**src/rtl/median3x3_first_channel_unit_macros.svh**
```systemverilog
// ------------------------------------------------------------------------
// median3x3_first_channel_unit_macros.svh
// Assertion macros shared by the median filter RTL.
// ------------------------------------------------------------------------
`ifndef MEDIAN3X3_FIRST_CHANNEL_UNIT_MACROS_SVH
`define MEDIAN3X3_FIRST_CHANNEL_UNIT_MACROS_SVH
`ifndef NO_ASSERTIONS
// Check a property on every clock edge outside reset.
`define MED3FC_ASSERT(lbl, prop) \
    lbl: assert property (@(posedge i_clk) disable iff (!i_rst_n) prop) \
        else $error("med3fc: assertion failed");
// Check that a condition in one cycle leads to a consequence in the next.
`define MED3FC_ASSERT_NEXT(lbl, ante, cons) \
    lbl: assert property (@(posedge i_clk) disable iff (!i_rst_n) (ante) |=> (cons)) \
        else $error("med3fc: assertion failed");
`else
`define MED3FC_ASSERT(lbl, prop)
`define MED3FC_ASSERT_NEXT(lbl, ante, cons)
`endif
`endif

```
**src/rtl/med3fc_pkg.sv**
```systemverilog
// ------------------------------------------------------------------------
// med3fc_pkg
// Types, constants and compare helpers of the 3x3 median filter.
// ------------------------------------------------------------------------
`default_nettype none

package med3fc_pkg;

    // Beat payloads
    typedef struct packed {
        logic       flush;
        logic [7:0] chan_first;
        logic [7:0] chan_second;
        logic [7:0] chan_third;
    } t_pix_in;

    typedef struct packed {
        logic [7:0] out_first;
        logic [7:0] out_second;
        logic [7:0] out_third;
        logic       frame_end;
    } t_pix_out;

    // One window column, sorted, plus its middle-row sample
    typedef struct packed {
        logic [7:0] hi;
        logic [7:0] mid;
        logic [7:0] lo;
        logic [7:0] ctr;
    } t_col;

    // Window columns held in cells; the third column is the incoming one
    localparam int N_CELLS = 2;

    // Configuration port
    localparam int CFG_IDX_W  = 2;
    localparam int CFG_DATA_W = 16;
    typedef logic [CFG_IDX_W-1:0] t_cfg_idx;
    localparam t_cfg_idx CFG_IDX_WIDTH  = 2'd0;
    localparam t_cfg_idx CFG_IDX_HEIGHT = 2'd1;

    localparam int WIDTH_REG_W  = 12;
    localparam int HEIGHT_REG_W = 16;
    localparam logic [WIDTH_REG_W-1:0]  WIDTH_RESET  = 12'd640;
    localparam logic [HEIGHT_REG_W-1:0] HEIGHT_RESET = 16'd480;
    localparam int MIN_DIM = 3;

    // Row counter runs one past the height while draining
    localparam int ROW_W = HEIGHT_REG_W + 1;

    // Line store entry: newer row pixel (24 bits) over older row first byte
    localparam int PIX_W   = 24;
    localparam int ENTRY_W = PIX_W + 8;

    function automatic logic [7:0] min2(input logic [7:0] a, input logic [7:0] b);
        return (a < b) ? a : b;
    endfunction

    function automatic logic [7:0] max2(input logic [7:0] a, input logic [7:0] b);
        return (a < b) ? b : a;
    endfunction

    function automatic logic [7:0] med3(input logic [7:0] a, input logic [7:0] b,
                                        input logic [7:0] c);
        return max2(min2(a, b), min2(max2(a, b), c));
    endfunction

    function automatic t_col sort3(input logic [7:0] a, input logic [7:0] b,
                                   input logic [7:0] c, input logic [7:0] ctr);
        t_col       s;
        logic [7:0] x;
        logic [7:0] y;
        logic [7:0] z;
        logic [7:0] t;
        x = a;
        y = b;
        z = c;
        if (x > y) begin
            t = x; x = y; y = t;
        end
        if (y > z) begin
            t = y; y = z; z = t;
        end
        if (x > y) begin
            t = x; x = y; y = t;
        end
        s.lo  = x;
        s.mid = y;
        s.hi  = z;
        s.ctr = ctr;
        return s;
    endfunction

endpackage

`default_nettype wire

```
**src/rtl/med3fc_col_cell.sv**
```systemverilog
// ------------------------------------------------------------------------
// med3fc_col_cell
// One window column cell: hold a sorted column, pass it on each step.
// ------------------------------------------------------------------------
`default_nettype none

module med3fc_col_cell
    import med3fc_pkg::*;
(
    input  wire logic i_clk,
    input  wire logic i_rst_n,
    input  wire logic i_en,
    input  wire t_col i_col,
    output t_col      o_col
);

    t_col r_col;
    t_col n_col;

    always_comb begin
        n_col = r_col;
        if (i_en) begin
            n_col = i_col;
        end
    end

    always_ff @(posedge i_clk) begin
        if (!i_rst_n) begin
            r_col <= '0;
        end else begin
            r_col <= n_col;
        end
    end

    assign o_col = r_col;

endmodule

`default_nettype wire

```
**config.mk**
```make
export PLATFORM = sky130hd
export DESIGN_NAME = med3fc_col_cell
export DESIGN_NICKNAME = d
export VERILOG_FILES = /design/src/rtl/median3x3_first_channel_unit_macros.svh /design/src/rtl/med3fc_pkg.sv /design/src/rtl/med3fc_col_cell.sv
export SDC_FILE = /design/constraint.sdc
export NUM_CORES = 1
export LEC_CHECK = 0
export BUFFER_PORTS_ARGS = -buffer_cell sky130_fd_sc_hd__buf_2
export CAP_MARGIN = 20
export CORE_MARGIN = 8
export CORE_UTILIZATION = 43
export DETAILED_ROUTE_END_ITERATION = 16
export PLACE_DENSITY = 0.85
export SLEW_MARGIN = 25
export SYNTH_ARGS = -nofsm -noshare
export SYNTH_HDL_FRONTEND = slang
export SYNTH_SLANG_ARGS = --single-unit
```
**constraint.sdc**
```tcl
create_clock -name i_clk -period 0.9 [get_ports i_clk]
set_input_delay 0.135 -clock i_clk [delete_from_list [all_inputs] [get_ports i_clk]]
set_output_delay 0.135 -clock i_clk [all_outputs]
set_load 0.05 [all_outputs]
```
==> results.txt <==
Layout area overhead = 63.5%
Final Cell Area = 2030 um2
Slew @ Worst Pin = 409 ps
DRT Pass-1 Iters = 2
Total Routing Usage GR = 0.133
DR WL/cell = 15.7 um
fin nets = 210
Synth top cells by count = 32 x dfxtp_1, 32 x mux2i_1, 32 x nor2b_1
CTS root buffer = clkbuf_4
Initial Util = 0.451
Final Wtd Congestion = 0.683
ranking of synthesized cells by area = dfxtp_1 52%, mux2i_1 26%, nor2b_1 16%, buf_12 4.8%, buf_6 0.91%
Finished Core Util = 0.737
Port Buffers = 66
status = finished, violations left
mux cell area share after synthesis = 0.258
area taken by multi-input logic gates = 520 um2
GRT overflow = 0
# DRC = 0
global-route wire length before repair = 5230 um
Core Region = 2760 um2
Final Hold Vio Count = 0
Crit. End Element = output pin
Clk pwr share = 0.303
failing checks = negative setup slack
Max VDD drop = 1.70 mV
largest net degree at the start of global routing = 33
internal cell power = 2.50 mW
fin crit share = 1.10
slew margin rel. = 0.727
Synth Area in Compound Gates = 0
filler instances = 202
Die Span X = 69.8 um
slowest stage cell, crit path = dfxtp_2
clk_skew = 0 ps
Synth Flop Type = dfxtp_1
HP Class = input pin to flop
Final Setup Violations = 32
fmax = 1010 MHz
XOR/XNOR Fraction of Synth Area = 0
htree depth = 2
Die Ht = 69.8 um
Mapped Area = 1240 um2
Seq. cell area = 681 um2
Final min period = 988 ps
final cell count without fillers = 207
Post-DRT Antenna Nets = 0
Syn Nets = 138
ant diodes = 0
number of CTS-inserted buffers = 5
sequential share of the synthesized area = 0.515
simple logic cell fraction of the synthesized area = 0.161
flops & latches, synth = 32
Ports = 67
Detailed Route WL = 3250 um
Clock Path Buffers = 2
vias per cell = 4.73
clock net sink count = 32
yosys warns = 0
Setup WS post-layout = -88.1 ps
async set or reset register ratio after synthesis = 0
number of library cell types mapped by synthesis = 6
Die Area = 4870 um2
via count = 979
Avg Cell Area, Syn = 12.1 um2
Cell Count Post-Placement = 195
vias in the first global route = 1131
Synth area leader = dfxtp_1
initial antenna violation count = 0
Worst-Skew Late Latency = 320 ps
Cell Chain, Critical Path = buf_8
max_cap viols = 0
Seq pwr share = 0.453
crit-path max FO = 2
Pins Over Slew Limit = 0
Worst Path Class, Setup = flop to output pin
crit-path max cell delay = 370 ps
Net Sw Frac = 0.290
Leak = 0.967 nW
Buffers & Inverters on Critical Path = 1
Gate power share = 0.244
power after layout = 3.52 mW
DP Area = 1610 um2
Final TNS setup = -2140 ps
RSZ-0062 raised after global routing = true
Initial DRC Count = 32
max reg flops = 32
Synth Area in Adders = 0
Clk pin slew, worst setup/hold paths = 100 ps
Synth top area share = 0.515
combinational family with the most area after synthesis = multiplexers
post-DP HPWL = 2180 um
CTS tree = built
Worst Path Required = 760 ps
sw power = 1.02 mW
CTS hold repair buffers = 0
cell count after synthesis = 103
Post-synth EDFFs = 0
layout cell share with drive strength beyond 1 = 0.631
delay-heaviest family, CP = flip-flops
Site Rows = 19
Pwr per Cell Area = 1730 nW/um2
CP arrival = 850 ps
Critical Path Start Type = flop
==> through the flow <==
| stage | hold slack [ps] | setup WS, ps |
|---|---|---|
| final | 57.8 | -88.1 |
| after detailed placement | 403 | 17.1 |
| after floorplan | 263 | 162 |
| after global placement | 390 | 77.4 |
| after CTS | 43.2 | -99.5 |
| after global routing | 38.8 | -133 |
==> power groups by stage <==
stage	logic (mW)	registers [mW]	clock network, mW
after CTS	0.845	1.59	1.10
after floorplan	0.212	1.89	0
after global placement	0.669	1.58	0
final	0.860	1.59	1.07
after detailed placement	0.682	1.59	0
after global routing	0.900	1.60	1.17
==> layout by cell type (no fill, tap or decap) <==
master,netlist,final
buf_6,1,1
mux2i_1,32,32
buf_2,0,34
clkbuf_4,0,5
buf_4,0,4
clkbuf_1,3,1
dfxtp_2,0,32
buf_12,3,2
bufinv_16,0,1
buf_8,0,31
clkinv_2,0,1
nor2b_1,32,32
==> cells by family (layout without fill, tap and decap cells) <==
| family | Yosys count | after routing |
|---|---|---|
| and+or+nand+nor | 32 | 32 |
| muxes | 32 | 32 |
| buffers and inverters | 7 | 80 |
| DFF | 32 | 32 |
==> cell type report <==
type | instances | share of cell area
well taps | 31 | 0.0191
flip-flops and latches | 32 | 0.335
multi-input cells | 64 | 0.256
clock buffers | 6 | 0.0203
repair buffers | 72 | 0.353
clock inverters | 2 | 0.0172
==> metal layers <==
layer / track usage / part of all wire / vias to the layer above
met3: 0.0844 / 0.12 / 7
met2: 0.225 / 0.50 / 42
met4: 0.0670 / 0.017 / 0
met1: 0.120 / 0.37 / 446
met5: 0 / 0 / -
li1: - / - / 484
==> timing repair <==
item	CTS	global route
endpoints found under the setup margin	32	32
resized for setup	94	1
buffers inserted	1	3
==> path summary, 6_finish.rpt <==
| path | start | to | slack [ps] | depth (start not counted) |
|---|---|---|---|---|
| hold / removal | i_col[13] | o_col[13] | 60 | 3 |
| setup / recovery | o_col[8] | o_col[8] | -90 | 1 |
| hold reg to reg | o_col[15] | o_col[15] | 540 | 2 |
| setup reg to reg | o_col[19] | o_col[19] | 130 | 3 |
(Power assumes the default switching activity.)
