===== config.mk =====
export PLATFORM = sky130hd
export DESIGN_NAME = med3fc_median
export DESIGN_NICKNAME = d
export VERILOG_FILES = /design/src/rtl/median3x3_first_channel_unit_macros.svh /design/src/rtl/med3fc_pkg.sv /design/src/rtl/med3fc_median.sv
export SDC_FILE = /design/constraint.sdc
export NUM_CORES = 1
export LEC_CHECK = 0
export BUFFER_PORTS_ARGS = -buffer_cell sky130_fd_sc_hd__buf_2
export CORE_UTILIZATION = 59
export DETAILED_ROUTE_END_ITERATION = 8
export PLACE_DENSITY_LB_ADDON = 0.3
export RECOVER_POWER = 100
export SLEW_MARGIN = 10
export SYNTH_ARGS = -nofsm -noshare
export SYNTH_HDL_FRONTEND = slang
export SYNTH_SLANG_ARGS = --single-unit

===== constraint.sdc =====
create_clock -name vclk -period 28.4
set_input_delay 2.84 -clock vclk [all_inputs]
set_output_delay 2.84 -clock vclk [all_outputs]
set_load 0.01 [all_outputs]

===== src/rtl/median3x3_first_channel_unit_macros.svh =====
// ------------------------------------------------------------------------
// median3x3_first_channel_unit_macros.svh
// Assertion macros shared by the median filter RTL.
// ------------------------------------------------------------------------
`ifndef MEDIAN3X3_FIRST_CHANNEL_UNIT_MACROS_SVH
`define MEDIAN3X3_FIRST_CHANNEL_UNIT_MACROS_SVH
`ifndef NO_ASSERTIONS
// Check a property on every clock edge outside reset.
`define MED3FC_ASSERT(lbl, prop) \
    lbl: assert property (@(posedge i_clk) disable iff (!i_rst_n) prop) \
        else $error("med3fc: assertion failed");
// Check that a condition in one cycle leads to a consequence in the next.
`define MED3FC_ASSERT_NEXT(lbl, ante, cons) \
    lbl: assert property (@(posedge i_clk) disable iff (!i_rst_n) (ante) |=> (cons)) \
        else $error("med3fc: assertion failed");
`else
`define MED3FC_ASSERT(lbl, prop)
`define MED3FC_ASSERT_NEXT(lbl, ante, cons)
`endif
`endif


===== src/rtl/med3fc_pkg.sv =====
// ------------------------------------------------------------------------
// med3fc_pkg
// Types, constants and compare helpers of the 3x3 median filter.
// ------------------------------------------------------------------------
`default_nettype none

package med3fc_pkg;

    // Beat payloads
    typedef struct packed {
        logic       flush;
        logic [7:0] chan_first;
        logic [7:0] chan_second;
        logic [7:0] chan_third;
    } t_pix_in;

    typedef struct packed {
        logic [7:0] out_first;
        logic [7:0] out_second;
        logic [7:0] out_third;
        logic       frame_end;
    } t_pix_out;

    // One window column, sorted, plus its middle-row sample
    typedef struct packed {
        logic [7:0] hi;
        logic [7:0] mid;
        logic [7:0] lo;
        logic [7:0] ctr;
    } t_col;

    // Window columns held in cells; the third column is the incoming one
    localparam int N_CELLS = 2;

    // Configuration port
    localparam int CFG_IDX_W  = 2;
    localparam int CFG_DATA_W = 16;
    typedef logic [CFG_IDX_W-1:0] t_cfg_idx;
    localparam t_cfg_idx CFG_IDX_WIDTH  = 2'd0;
    localparam t_cfg_idx CFG_IDX_HEIGHT = 2'd1;

    localparam int WIDTH_REG_W  = 12;
    localparam int HEIGHT_REG_W = 16;
    localparam logic [WIDTH_REG_W-1:0]  WIDTH_RESET  = 12'd640;
    localparam logic [HEIGHT_REG_W-1:0] HEIGHT_RESET = 16'd480;
    localparam int MIN_DIM = 3;

    // Row counter runs one past the height while draining
    localparam int ROW_W = HEIGHT_REG_W + 1;

    // Line store entry: newer row pixel (24 bits) over older row first byte
    localparam int PIX_W   = 24;
    localparam int ENTRY_W = PIX_W + 8;

    function automatic logic [7:0] min2(input logic [7:0] a, input logic [7:0] b);
        return (a < b) ? a : b;
    endfunction

    function automatic logic [7:0] max2(input logic [7:0] a, input logic [7:0] b);
        return (a < b) ? b : a;
    endfunction

    function automatic logic [7:0] med3(input logic [7:0] a, input logic [7:0] b,
                                        input logic [7:0] c);
        return max2(min2(a, b), min2(max2(a, b), c));
    endfunction

    function automatic t_col sort3(input logic [7:0] a, input logic [7:0] b,
                                   input logic [7:0] c, input logic [7:0] ctr);
        t_col       s;
        logic [7:0] x;
        logic [7:0] y;
        logic [7:0] z;
        logic [7:0] t;
        x = a;
        y = b;
        z = c;
        if (x > y) begin
            t = x; x = y; y = t;
        end
        if (y > z) begin
            t = y; y = z; z = t;
        end
        if (x > y) begin
            t = x; x = y; y = t;
        end
        s.lo  = x;
        s.mid = y;
        s.hi  = z;
        s.ctr = ctr;
        return s;
    endfunction

endpackage

`default_nettype wire


===== src/rtl/med3fc_median.sv =====
// ------------------------------------------------------------------------
// med3fc_median
// Median of nine from three sorted columns.
// ------------------------------------------------------------------------
`default_nettype none

module med3fc_median
    import med3fc_pkg::*;
(
    input  wire t_col       i_col_a,
    input  wire t_col       i_col_b,
    input  wire t_col       i_col_c,
    output logic [7:0]      o_median
);

    logic [7:0] lo_max;
    logic [7:0] mid_med;
    logic [7:0] hi_min;

    // Largest low, median of middles, smallest high; their median is the result
    assign lo_max   = max2(max2(i_col_a.lo, i_col_b.lo), i_col_c.lo);
    assign mid_med  = med3(i_col_a.mid, i_col_b.mid, i_col_c.mid);
    assign hi_min   = min2(min2(i_col_a.hi, i_col_b.hi), i_col_c.hi);
    assign o_median = med3(lo_max, mid_med, hi_min);

endmodule

`default_nettype wire


==> flow_summary.yaml, run 1 <==
worst_setup_path:
  cp.arrival_ns: 17.25
  critical_path.max_fanout: 21
  cp-start-kind: "input pin"
  cpPeakStageDelay_ns: 1.25
  cp_common_cell: "ha_1"
  crit_slowest_cell: "a211oi_1"
  critPathCaptureType: "output port"
  criticalPathCategory: "in2out"
  required_ns: 25.56
power:
  fin_total_pwr_mw: 0.451
  cellLeakagePower_nw: 1.97
  p_per_area_mw_per_mm2: 124
  vdd_drop_max_mv: 0.0741
yosys:
  synth_xor_area_share_pct: 0
  synth_common_cells: "inv_1, ha_1, o21ai_0, nor2_1, a21oi_1"
  synth.area.top_cells: "ha_1, inv_1, mux2i_1, o21ai_0, a21oi_1"
  yosysSeqAreaShare_pct: 0
  synthAdderAreaFrac_pct: 27.1
  synth.most_common_cell: "inv_1"
  syn_nets: 623
  synth_area_leader_cell: "ha_1"
  syn_area_per_cell_um2: 7.15
  synth_compound_area_share_pct: 34.4
  syn-instance-count: 460
  ys.warnings.count: 0
  muxShareOfSynthArea_pct: 11.0
  synth_cell_types: 63
  syn_area_mm2: 0.00329
  synthSimpleGateAreaFrac_pct: 17.6
  synth_top_area_share_pct: 25.5
  synth_top_family_by_area: "compound AO/OA/AOI/OAI gates"
layout:
  seq_cells: 0
  final_nets: 694
  n_fill_cell: 467
  diodes: 0
  nClkBuffers: 0
  seq_area_um2: 0
  drive_above_1_share_pct: 19.8
  syn_to_final_growth_pct: 10.5
  multi_input_area_mm2: 0.00289
floorplanning:
  start_util_pct: 62.8
  pin_count: 104
  rows: 26
  die-height_um: 76.7
  dieWidth_um: 76.7
  die_area_mm2: 0.00588
  core-area_mm2: 0.00524
sta:
  whs_ns: 6.41
  maxSlewHeadroom_pct: -6.20
  max_freq_mhz: 49.8
  finalSetupViolCount: 0
  tns_ns: 0
  slew_viol_final: 27
  period_needed_ns: 20.09
  min_period_over_period_pct: 70.7
  finalHoldViolations: 0
  rsz0062_at_grt: "false"
  tightest_slew_ns: 1.58
drt:
  drc: 0
  ant_nets: 0
  via_per_inst: 5.80
  wirelength_um: 7910
  wl_per_cell_um: 13.2
  drt_iter0_drc: 152
  vias: 3473
  first_pass_iters: 5
global_routing:
  grt_pass1_wl_um: 13400
  grt_max_degree: 22
  antenna_found_initial: 0
  grt.overflow.total: 0
  grt_usage_pct: 26.7
  grt_pass1_vias: 3204
clock_network:
  hold_buffers: 0
  post-cts-setup-buffers: 0
  cts_resized: 0
run:
  cap_viol_max_count: 2
place:
  hpwl_um: 6950
  place.gp.congestion: 0.857
  io_buffers: 80
hold_path:
  min_path_type: "in2out"
status:
  violations: "max-capacitance violations, max-slew violations"
  status: "finished, violations left"
metrics by stage:
stage                     std cells  instance area [um2]  utilization [%]  worst slack (ns)
after floorplan                 460                 3290                -             12.58
after global placement          599                 3700             70.7             11.16
after detailed placement        599                 3700             70.7             10.92
after CTS                       599                 3700             70.7             10.90
after global routing            599                 3630             69.4              7.19
final                           599                 3630             69.4              8.31
metal layers:
layer | routed length [um] | GRT usage, % | vias up
li1 | - | - | 1811
met1 | 3620 | 33.3 | 1559
met2 | 3860 | 51.3 | 97
met3 | 331 | 1.31 | 6
met4 | 92 | 3.27 | 0
met5 | 0 | 0 | -
final cells by class:
type | instances | share of cell area, %
Inverter | 68 | 7.02
Multi-Input combinational cell | 381 | 79.5
Tap cell | 70 | 2.41
Timing Repair Buffer | 80 | 11.0
where the power goes:
| group | internal (mW) | switching [mW] | total (mW) |
|---|---|---|---|
| Sequential | 0 | 0 | 0 |
| Combinational | 0.194 | 0.258 | 0.451 |
| Clock | 0 | 0 | 0 |
| Total | 0.194 | 0.258 | 0.451 |
path summary, 6_finish.rpt:
path	from	slack [ns]	depth (start not counted)	to
max	i_col_b[18]	8.31	46	o_median[2]
min	i_col_c[31]	6.41	8	o_median[7]
placed cells by master, fill, tap and decap left out, drive strengths merged, types with 4 or more instances in the layout:
cell	n
buf	80
inv	68
ha	67
o21ai	49
nor2	44
a21oi	42
nand2	38
mux2i	28
a21o	14
o21a	11
a211oi	8
nor2b	7
nand4	7
a22oi	7
nand3	5
maj3	5
nor3	4
and3	4
worst max-delay path, delay by kind of cell:
| kind | cells | cell delay, ns |
|---|---|---|
| fa+ha+maj | 6 | 1.74 |
| simple gates | 6 | 1.66 |
| compound gates | 28 | 9.48 |
| buf+inv | 3 | 0.44 |
| mux | 3 | 1.05 |
cell families (layout without fill, tap and decap cells):
kind of cell | after synthesis | after routing
and+or+nand+nor | 121 | 121
muxes | 30 | 30
AOI/OAI and AO/OA | 158 | 158
adders and majority gates | 72 | 72
buffers and inverters | 79 | 148
Note: power is estimated with default switching activity, not from simulation.
==> run 2, diff against run 1 <==
CORE_UTILIZATION = 55   (was 59)
clock period = 19.2 ns   (was 28.4 ns; I/O delays follow)
==> run 2 against run 1 <==
Effect of this change:
- the run ends with max-capacitance violations left
- worst setup slack lost 5.8 ns
- final cell count rose by 0.33%
- combinational power increased by 53%
==> flow_summary.yaml, run 2 (synthesis gave the netlist of run 1 again) <==
global_routing:
  grt_max_degree: 22
  grt_usage_pct: 25.4
  grt_pass1_wl_um: 13400
  antenna_found_initial: 0
  grt_pass1_vias: 3133
  grt.overflow.total: 0
drt:
  vias: 3482
  drt_iter0_drc: 157
  via_per_inst: 5.79
  drc: 0
  ant_nets: 0
  wirelength_um: 7930
  first_pass_iters: 5
  wl_per_cell_um: 13.2
worst_setup_path:
  cp.arrival_ns: 14.79
  critPathCaptureType: "output port"
  cp_common_cell: "ha_1"
  cpPeakStageDelay_ns: 1.13
  criticalPathCategory: "in2out"
  critical_path.max_fanout: 21
  worstSetupStartpoint: "i_col_b[18]"
  crit_slowest_cell: "o21ai_0"
  cp-start-kind: "input pin"
  required_ns: 17.28
  cp-endpoint: "o_median[3]"
run:
  cap_viol_max_count: 1
floorplanning:
  dieWidth_um: 79.3
  die_area_mm2: 0.00629
  pin_count: 104
  die-height_um: 79.3
  rows: 27
  core-area_mm2: 0.00564
  start_util_pct: 58.3
power:
  power_frac_comb_pct: 100.0
  cellLeakagePower_nw: 1.98
  p_sw_share_pct: 57.0
  p_per_area_mw_per_mm2: 187
  pwr-share-clk_pct: 0
  seqPwrFrac_pct: 0
  switchingPower_mw: 0.393
  internal_power_mw: 0.296
  vdd_drop_max_mv: 0.222
sta:
  finalHoldViolations: 0
  finalSetupViolCount: 0
  rsz0062_at_grt: "false"
  maxSlewHeadroom_pct: 1.36
  max_freq_mhz: 59.8
  min_period_over_period_pct: 87.0
  slew_viol_final: 0
  tightest_slew_ns: 1.46
  period_needed_ns: 16.71
  tns_ns: 0
  setup_slack_ns: 2.49
layout:
  drive_above_1_share_pct: 20.6
  utilization_pct: 65.3
  n_fill_cell: 530
  nClkBuffers: 0
  fin_area_mm2: 0.00368
  final_nets: 694
  seq_cells: 0
  seq_area_um2: 0
  diodes: 0
  syn_to_final_growth_pct: 12.0
  layout_common_cells: "buf_2, inv_1, ha_1"
  layout_commonest_cell: "buf_2"
clock_network:
  hold_buffers: 0
  cts_resized: 0
  post-cts-setup-buffers: 0
place:
  io_buffers: 80
  hpwl_um: 7000
  placed_area_mm2: 0.00370
  place.gp.congestion: 0.871
  place_ws_ns: 3.65
status:
  violations: "max-capacitance violations"
  status: "finished, violations left"
hold_path:
  min_path_type: "in2out"
-- run 2: metrics by stage --
| stage | total power [mW] | std cells | hold slack, ns |
|---|---|---|---|
| 5_1_grt | 0.760 | 601 | 4.54 |
| 3_3_place_gp | 0.664 | 601 | 4.55 |
| 4_1_cts | 0.692 | 601 | 4.56 |
| 2_1_floorplan | 0.545 | 460 | 4.30 |
| 6_report | 0.689 | 601 | 4.54 |
| 3_5_place_dp | 0.689 | 601 | 4.56 |
-- run 2: critical path: cells and delay by family --
kind | cells | cell delay (ns)
AO/OA/AOI/OAI | 28 | 8.32
adder cells (fa/ha/maj) | 6 | 1.78
buffers and inverters | 3 | 0.45
multiplexers | 3 | 1.01
AND/OR/NAND/NOR | 6 | 1.30
-- run 2: area by class of cell --
class / instances / area [um2] / share of cell area [%]
Multi-Input combinational cell: 381 / 2940 / 79.8
Tap cell: 72 / 90.1 / 2.45
Timing Repair Buffer: 80 / 399 / 10.8
Inverter: 68 / 255 / 6.93
-- run 2: power by group through the flow --
stage               logic (mW)  registers (mW)  clock network [mW]
floorplan                0.545               0                   0
global placement         0.664               0                   0
detailed placement       0.689               0                   0
CTS                      0.692               0                   0
global route             0.760               0                   0
finish                   0.689               0                   0
-- run 2: worst min path at each step --
stage | startpoint | to | slack [ns] | cells past startpoint
CTS | i_col_c[14] | o_median[6] | 4.56 | 7
detailed placement | i_col_c[14] | o_median[6] | 4.56 | 7
global route | i_col_c[10] | o_median[2] | 4.54 | 6
floorplan | i_col_c[10] | o_median[2] | 4.30 | 4
finish | i_col_c[10] | o_median[2] | 4.54 | 6
global placement | i_col_c[29] | o_median[5] | 4.55 | 8
-- run 2: metal layers --
| metal | track usage [%] | share of wire [%] | vias to the layer above |
|---|---|---|---|
| met3 | 0.460 | 3.9 | 8 |
| met2 | 48.5 | 49 | 84 |
| met1 | 32.7 | 46 | 1590 |
| li1 | - | - | 1800 |
| met5 | 0 | 0 | - |
| met4 | 1.82 | 0.69 | 0 |
==> run 3, diff against run 2 <==
BUFFER_PORTS_ARGS = -buffer_cell sky130_fd_sc_hd__buf_4   (was -buffer_cell sky130_fd_sc_hd__buf_2)
==> run 3 against run 2 <==
Effect of this change:
- combinational power rose by 6.8%
- clock-buffer cell count did not move
- worst setup slack got worse by 0.29 ns
- first-iteration DRC count rose by 15%
- sequential cell count did not move
- final cell count did not move
- non-clock buffer count did not move
- sequential share of layout area did not move
- cell area rose by 5.2%
- the flow finishes with violations (max-capacitance violations, max-slew violations)
- critical path type unchanged
- highest routed layer unchanged
- fmax fell by 1.7%
- total power rose by 6.7%
==> flow_summary.yaml, run 3 (synthesis gave the netlist of run 1 again) <==
power:
  p_per_area_mw_per_mm2: 190
  internal_power_mw: 0.331
  p_sw_share_pct: 55.0
  switchingPower_mw: 0.405
  seqPwrFrac_pct: 0
  pwr-share-clk_pct: 0
  cellLeakagePower_nw: 2.05
  vdd_drop_max_mv: 0.300
  power_frac_comb_pct: 100.0
status:
  status: "finished, violations left"
  violations: "max-capacitance violations, max-slew violations"
drt:
  wl_per_cell_um: 13.7
  ant_nets: 0
  first_pass_iters: 5
  vias: 3535
  via_per_inst: 5.88
  drc: 0
  drt_iter0_drc: 180
  wirelength_um: 8220
worst_setup_path:
  cp.arrival_ns: 15.08
  criticalPathCategory: "in2out"
  critPathCaptureType: "output port"
  cpPeakStageDelay_ns: 1.15
  required_ns: 17.28
  cp_common_cell: "ha_1"
  crit_slowest_cell: "o21ai_0"
  cp-start-kind: "input pin"
  critical_path.max_fanout: 21
place:
  place.gp.congestion: 0.893
  io_buffers: 80
  hpwl_um: 7170
hold_path:
  hp-start: "i_col_c[9]"
  worstHoldEndpoint: "o_median[1]"
  min_path_type: "in2out"
  whs_path_depth: 6
floorplanning:
  dieWidth_um: 79.3
  die-height_um: 79.3
  die_area_mm2: 0.00629
  rows: 27
  pin_count: 104
  start_util_pct: 58.3
  core-area_mm2: 0.00564
layout:
  multi_input_area_mm2: 0.00293
  seq_cells: 0
  final_nets: 694
  syn_to_final_growth_pct: 17.8
  nClkBuffers: 0
  layout_common_cells: "buf_4, inv_1, ha_1"
  layout_commonest_cell: "buf_4"
  diodes: 0
  seq_area_um2: 0
  drive_above_1_share_pct: 20.6
  n_fill_cell: 477
clock_network:
  cts_resized: 0
  hold_buffers: 0
  post-cts-setup-buffers: 0
sta:
  min_period_over_period_pct: 88.5
  tns_ns: 0
  period_needed_ns: 17.00
  slew_viol_final: 1
  tightest_slew_ns: 1.49
  whs_ns: 4.56
  max_freq_mhz: 58.8
  maxSlewHeadroom_pct: -0.452
  rsz0062_at_grt: "false"
  finalSetupViolCount: 0
  finalHoldViolations: 0
global_routing:
  grt_pass1_vias: 3246
  grt.overflow.total: 0
  grt_usage_pct: 26.1
  grt_max_degree: 22
  antenna_found_initial: 0
  grt_pass1_wl_um: 13700
run:
  cap_viol_max_count: 1
[run 3: per-layer routing]
layer  vias to the layer above  track usage (%)  share of wire (%)
met5                         -                0                  0
met4                         0             1.82               0.75
met3                         8            0.345                4.6
met2                       103             50.3                 49
met1                      1622             33.2                 45
li1                       1802                -                  -
[run 3: layout make-up]
type	count	area share [%]
Inverter	68	6.59
Multi-Input combinational cell	381	75.6
Tap cell	72	2.33
Timing Repair Buffer	80	15.5
[run 3: metrics by stage]
step	std cells	worst slack, ns	utilization, %	cell area (um2)	power, mW
after CTS	601	3.61	69.2	3910	0.736
after floorplan	460	5.22	-	3290	0.545
after detailed placement	601	3.61	69.2	3910	0.734
after global placement	601	3.93	69.2	3910	0.701
final	601	2.20	68.6	3870	0.736
after global routing	601	1.28	68.6	3870	0.802
[run 3: critical path, delay by kind of cell]
family	cells	cell delay, ns
AOI/OAI and AO/OA	28	8.63
adders and majority gates	6	1.75
and+or+nand+nor	6	1.30
muxes	3	1.02
buffers and inverters	3	0.44
[run 3: power groups by stage]
stage / combinational, mW / clock (mW) / sequential (mW)
floorplan: 0.545 / 0 / 0
global placement: 0.701 / 0 / 0
detailed placement: 0.734 / 0 / 0
CTS: 0.736 / 0 / 0
global route: 0.802 / 0 / 0
finish: 0.736 / 0 / 0
[run 3: how the worst max path moves through the flow]
stage / depth (start not counted) / slack (ns) / end / from
floorplan: 52 / 5.22 / o_median[1] / i_col_b[18]
global placement: 46 / 3.93 / o_median[2] / i_col_b[18]
detailed placement: 46 / 3.61 / o_median[7] / i_col_b[18]
CTS: 46 / 3.61 / o_median[7] / i_col_b[18]
global route: 46 / 1.28 / o_median[6] / i_col_b[18]
finish: 46 / 2.20 / o_median[2] / i_col_b[18]
